==> config.mk <==
export PLATFORM = sky130hd
export DESIGN_NAME = eid_front
export DESIGN_NICKNAME = d
export VERILOG_FILES = /design/src/hdl/eid_pkg.sv /design/src/hdl/eid_front.sv
export SDC_FILE = /design/constraint.sdc
export NUM_CORES = 1
export LEC_CHECK = 0
export BUFFER_PORTS_ARGS = -buffer_cell sky130_fd_sc_hd__buf_2
export CORE_MARGIN = 5
export CORE_UTILIZATION = 54
export CTS_CLUSTER_DIAMETER = 150
export DETAILED_ROUTE_END_ITERATION = 8
export PLACE_DENSITY = 0.82
export SKIP_LAST_GASP = 1
export SLEW_MARGIN = 20
export SYNTH_ARGS = -nofsm -noshare
export SYNTH_HDL_FRONTEND = slang
export SYNTH_SLANG_ARGS = --single-unit
export TNS_END_PERCENT = 100
==> constraint.sdc <==
create_clock -name i_clk -period 3.7 [get_ports i_clk]
set_clock_uncertainty 0.1 [all_clocks]
set_input_delay 0.925 -clock i_clk [delete_from_list [all_inputs] [get_ports i_clk]]
set_output_delay 0.925 -clock i_clk [all_outputs]
set_load 0.02 [all_outputs]
==> src/hdl/eid_pkg.sv <==
// Package for the entity id allocator: sizes, status and kind codes,
// and the command word passed from the front end to the back end.
// No dependencies.
package eid_pkg;

    localparam int NUM_IDS   = 1024;
    localparam int MAX_BATCH = 16;

    localparam int ID_W     = $clog2(NUM_IDS);
    localparam int LIVE_W   = $clog2(NUM_IDS + 1);
    localparam int CNT_W    = $clog2(MAX_BATCH + 1);
    localparam int KIND_W   = 2;
    localparam int IN_CNT_W = 5;
    localparam int STAT_W   = 2;

    // Input kind codes; the fourth code is unused and dropped
    localparam logic [KIND_W-1:0] KIND_ALLOC = 2'd0;
    localparam logic [KIND_W-1:0] KIND_FREE  = 2'd1;
    localparam logic [KIND_W-1:0] KIND_BATCH = 2'd2;

    typedef enum logic [STAT_W-1:0] {
        ST_OK    = 2'd0,
        ST_RANGE = 2'd1,
        ST_FREED = 2'd2,
        ST_FULL  = 2'd3
    } t_status;

    typedef enum logic {
        OP_ALLOC = 1'b0,
        OP_FREE  = 1'b1
    } t_op;

    // One queued command: a single alloc travels as a batch of one
    typedef struct packed {
        t_op             op;
        logic [ID_W-1:0] id;
        logic [CNT_W-1:0] n;
    } t_cmd;

    // Queue head as seen by the back end
    typedef struct packed {
        logic valid;
        t_cmd cmd;
    } t_qhead;

endpackage

==> src/hdl/eid_front.sv <==
// Front end of the id allocator: accepts input words, drops the ones that
// do nothing, saturates batch sizes and queues commands. Uses eid_pkg.
module eid_front import eid_pkg::*; (
    input  logic                i_clk,
    input  logic                i_rst_n,
    input  logic                i_valid,
    output logic                o_stall,
    input  logic [KIND_W-1:0]   i_kind,
    input  logic [ID_W-1:0]     i_id,
    input  logic [IN_CNT_W-1:0] i_count,
    input  logic                i_clearing,
    output t_qhead              o_head,
    input  logic                i_pop
);

    localparam int QDEPTH = 2;

    t_cmd       r_q [QDEPTH];
    logic       r_wr, r_rd;
    logic [1:0] r_cnt;
    logic [1:0] n_cnt;
    logic       accept, keep, push;
    t_cmd       cmd;

    // Classify the incoming word
    always_comb begin
        cmd.op = OP_ALLOC;
        cmd.id = i_id;
        cmd.n  = CNT_W'(1);
        keep   = 1'b0;
        unique case (i_kind)
            KIND_ALLOC: begin
                keep = 1'b1;
            end
            KIND_FREE: begin
                cmd.op = OP_FREE;
                keep   = 1'b1;
            end
            KIND_BATCH: begin
                if (int'(i_count) > MAX_BATCH) begin
                    cmd.n = CNT_W'(MAX_BATCH);
                end else begin
                    cmd.n = CNT_W'(i_count);
                end
                keep = (i_count != '0);
            end
            default: begin
                keep = 1'b0;
            end
        endcase
    end

    assign o_stall = i_clearing || (r_cnt == 2'(QDEPTH));
    assign accept  = i_valid && !o_stall;
    assign push    = accept && keep;

    // Two-entry command queue
    always_comb begin
        n_cnt = r_cnt;
        if (push && !i_pop) begin
            n_cnt = r_cnt + 2'd1;
        end else if (!push && i_pop) begin
            n_cnt = r_cnt - 2'd1;
        end
    end

    always_ff @(posedge i_clk) begin
        if (!i_rst_n) begin
            r_wr  <= 1'b0;
            r_rd  <= 1'b0;
            r_cnt <= '0;
        end else begin
            r_cnt <= n_cnt;
            if (push) begin
                r_wr <= ~r_wr;
            end
            if (i_pop) begin
                r_rd <= ~r_rd;
            end
        end
    end

    always_ff @(posedge i_clk) begin
        if (push) begin
            r_q[r_wr] <= cmd;
        end
    end

    assign o_head.valid = (r_cnt != '0);
    assign o_head.cmd   = r_q[r_rd];

`ifndef SYNTH
    a_no_pop_empty: assert property (@(posedge i_clk) disable iff (!i_rst_n)
        i_pop |-> (r_cnt != '0))
        else $error("queue popped while empty");
    a_no_push_full: assert property (@(posedge i_clk) disable iff (!i_rst_n)
        push |-> (r_cnt != 2'(QDEPTH)))
        else $error("queue pushed while full");
    a_no_take_clear: assert property (@(posedge i_clk) disable iff (!i_rst_n)
        i_clearing |-> !accept)
        else $error("word taken during clearing pass");
`endif

endmodule

==> flow_metrics.py <==
metrics = {
    "timing": {
        "fin_setup_tns_ns": 0,
        "setup_viol": 0,
        "hold_viol_final": 0,
        "final.period_utilization": 0.731,
        "period_needed_ns": 2.70,
        "worst_pin_slew_ns": 0.705,
        "layout_setup_ws_ns": 0.997,
        "max_freq_mhz": 370,
        "rsz0062_at_grt": "false",
        "drv_slew": 0,
        "relSlewSlack": 0.530,
    },
    "clock_network": {
        "clock_latency_ns": 0.32,
        "tritoncts": "yes",
        "hold_buffers": 0,
        "cts_buffers": 5,
        "cts.sink_count": 37,
        "cts-root-buf": "clkbuf_4",
        "htree_levels": 2,
        "cts_setup_buffers": 0,
        "path_clk_slew_ns": 0.09,
        "post_cts_resized": 0,
        "cts_max_path_buffers": 2,
    },
    "power": {
        "switching_share": 0.241,
        "p_comb_frac": 0.146,
        "power.leakage_nw": 0.684,
        "peakVddDrop_v": 0.000379,
        "seqPwrFrac": 0.615,
        "p_switching_uw": 191,
        "p_clk_frac": 0.239,
        "power_density_mw_per_mm2": 455,
        "power.internal_uw": 602,
    },
    "die": {
        "ios": 40,
        "start_util": 0.576,
        "die_x_um": 62.1,
        "rows": 18,
        "core-area_mm2": 0.00254,
        "die_area_mm2": 0.00386,
        "fp.dieH_um": 62.1,
    },
    "drt": {
        "wl_per_cell_um": 14.8,
        "wl_mm": 2.42,
        "drt-vias-per-instance": 5.12,
        "drt_pre_antenna_iters": 2,
        "drt-initial-drc-count": 9,
        "vias": 839,
        "drc": 0,
        "drtAntennaViolNets": 0,
    },
    "global_route": {
        "grt_pass1_vias": 943,
        "antenna_found_initial": 0,
        "grt_max_degree": 17,
        "overflow": 0,
        "grt_usage": 0.138,
        "grt_pass1_wl_mm": 4.09,
    },
    "run": {
        "maxCapViolCount": 0,
    },
    "layout": {
        "num-fill-cells": 204,
        "fin_nets": 156,
        "area_delta_synth_final_pct": 19.0,
        "antennaDiodeCount": 0,
        "drive_gt1_frac": 0.478,
    },
    "place": {
        "io_buffer_count": 39,
        "dp_hpwl_mm": 1.78,
        "dp_slack_ns": 1.08,
        "routabilityCongestion": 0.697,
    },
    "synthesis": {
        "syn_nets": 111,
        "ys_seq_area_frac": 0.724,
        "syn_area_per_cell_um2": 16.7,
        "synth_area_leaders": "edfxtp_1, mux2_2, dfxtp_1",
        "synth-seq-cells": 37,
        "yosysWarnings": 0,
        "netlist_area_mm2": 0.00147,
        "syn-instance-count": 88,
        "synth_top_area_cell": "edfxtp_1",
        "synth_top_cell_area_share": 0.655,
        "ys_types": 23,
    },
    "min_path": {
        "hold_class": "reg2reg",
        "whs_endpoint": "r_wr$_SDFFE_PN0N_",
        "whs_path_depth": 2,
        "min-delay-start": "r_wr$_SDFFE_PN0N_",
    },
    "setup_path": {
        "r2r_slack_ns": 1.77,
        "worstPathRequired_ns": 2.67,
        "path_cells": "mux2_2 > buf_2",
        "rr_startpoint": "r_cnt[0]$_SDFFE_PN0P_",
        "slowest_delay_ns": 0.79,
        "critPathSlowestCell": "dfxtp_1",
        "path_delay_family": "flip-flops",
        "r2r-end": "r_q[1][9]$_DFFE_PP_",
        "crit_buf_inv": 1,
        "rr_worst_depth": 4,
        "critPathCaptureType": "output pin",
        "worstPathArrival_ns": 1.68,
        "startpoint_type": "flip-flop",
        "path_max_fanout": 16,
        "critical_path_class": "reg2out",
    },
    "outcome": {
        "outcome": "complete, no violations",
    },
}
==> cells in the mapped netlist <==
| cell | instances |
|---|---|
| and3b_1 | 1 |
| xnor2_1 | 1 |
| xor2_1 | 2 |
| and2_1 | 4 |
| nor3b_1 | 1 |
| inv_1 | 4 |
| dfxtp_1 | 5 |
| and4_4 | 1 |
| mux2i_1 | 1 |
| or2_2 | 1 |
| a21oi_1 | 2 |
| nor4_2 | 1 |
| nand3b_1 | 2 |
| ha_1 | 1 |
| nor2b_1 | 2 |
| buf_2 | 2 |
| o21ai_0 | 1 |
| or3_1 | 1 |
| nand2_1 | 2 |
| nor2_1 | 3 |
| nand2b_1 | 2 |
| mux2_2 | 16 |
| edfxtp_1 | 32 |
==> worst min-delay path, stage by stage, from the launching register on <==
cell and delay, ns:
dfxtp_1 0.34, nand2_1 0.06, mux2i_1 0.05
==> layer usage <==
layer | part of all wire | vias to the layer above | global-route usage
met2 | 0.51 | 31 | 0.229
li1 | - | 412 | -
met5 | 0 | - | 0
met4 | 0.016 | 0 | 0.0569
met3 | 0.087 | 4 | 0.0773
met1 | 0.39 | 392 | 0.140
==> power by group through the flow <==
stage | Sequential [mW] | Combinational [mW] | Clock (mW)
2_1_floorplan | 0.489 | 0.0824 | 0
3_3_place_gp | 0.496 | 0.114 | 0
3_5_place_dp | 0.498 | 0.118 | 0
4_1_cts | 0.488 | 0.118 | 0.199
5_1_grt | 0.491 | 0.127 | 0.222
6_report | 0.488 | 0.116 | 0.190
==> layout by cell type (no fill, tap or decap), drive strengths merged <==
master  synthesis  final
dfxtp           5      5
nor2b           2      2
o21ai           1      1
inv             4      4
xor2            2      2
or2             1      1
and2            4      4
mux2           16     16
edfxtp         32     32
clkbuf          0      8
nor4            1      1
a21oi           2      2
buf             2     40
and3b           1      1
and4            1      1
nor3b           1      1
ha              1      1
mux2i           1      1
or3             1      1
nand2           2      2
nand3b          2      2
nor2            3      3
nand2b          2      2
xnor2           1      1
==> sequential cells by signal (all words and copies together) (netlist names), named ones only <==
| name | flops |
|---|---|
| r_wr | 1 |
| r_rd | 1 |
| r_cnt | 2 |
| r_q | 32 |
==> cells by family (layout without fill, tap and decap cells) <==
kind of cell / after synthesis / after routing / synth area share
AND/OR/NAND/NOR: 21 / 21 / 0.0930
AO/OA/AOI/OAI: 3 / 3 / 0.0102
adder cells (fa/ha/maj): 1 / 1 / 0.00853
flip-flops: 37 / 37 / 0.724
buffers and inverters: 6 / 52 / 0.0171
XOR/XNOR: 3 / 3 / 0.0179
multiplexers: 17 / 17 / 0.130
==> per-stage QoR <==
step / hold slack, ns / total power [mW] / utilization / cells / cell area [um^2]
2_1_floorplan: 0.351 / 0.571 / - / 88 / 1470
3_3_place_gp: 0.368 / 0.610 / 0.667 / 156 / 1700
3_5_place_dp: 0.383 / 0.615 / 0.667 / 156 / 1700
4_1_cts: 0.399 / 0.806 / 0.686 / 164 / 1750
5_1_grt: 0.457 / 0.840 / 0.686 / 164 / 1750
6_report: 0.391 / 0.794 / 0.686 / 164 / 1750
==> worst max-delay path by stage <==
| stage | startpoint | to | depth (start not counted) | slack [ns] |
|---|---|---|---|---|
| CTS | flip-flop | o_head[6] | 2 | 0.94 |
| finish | flip-flop | o_head[4] | 2 | 1.0 |
| global placement | i_count[4] | r_cnt[1]$_SDFFE_PN0P_ | 7 | 1.16 |
| global route | flip-flop | o_head[12] | 2 | 0.87 |
| detailed placement | i_count[4] | r_cnt[1]$_SDFFE_PN0P_ | 7 | 1.08 |
| floorplan | i_clearing | r_q[0][0]$_DFFE_PP_ | 3 | 1.12 |
==> final cells by class <==
cell class / count / area [um^2] / share of cell area
timing repair buffer: 40 / 203 / 0.116
tap: 30 / 37.5 / 0.0215
multi-input combinational: 45 / 380 / 0.218
clock buffer: 8 / 48.8 / 0.0280
inverter: 4 / 15.0 / 0.00860
sequential: 37 / 1060 / 0.608
No activity file was read; power rests on OpenSTA's default activity.
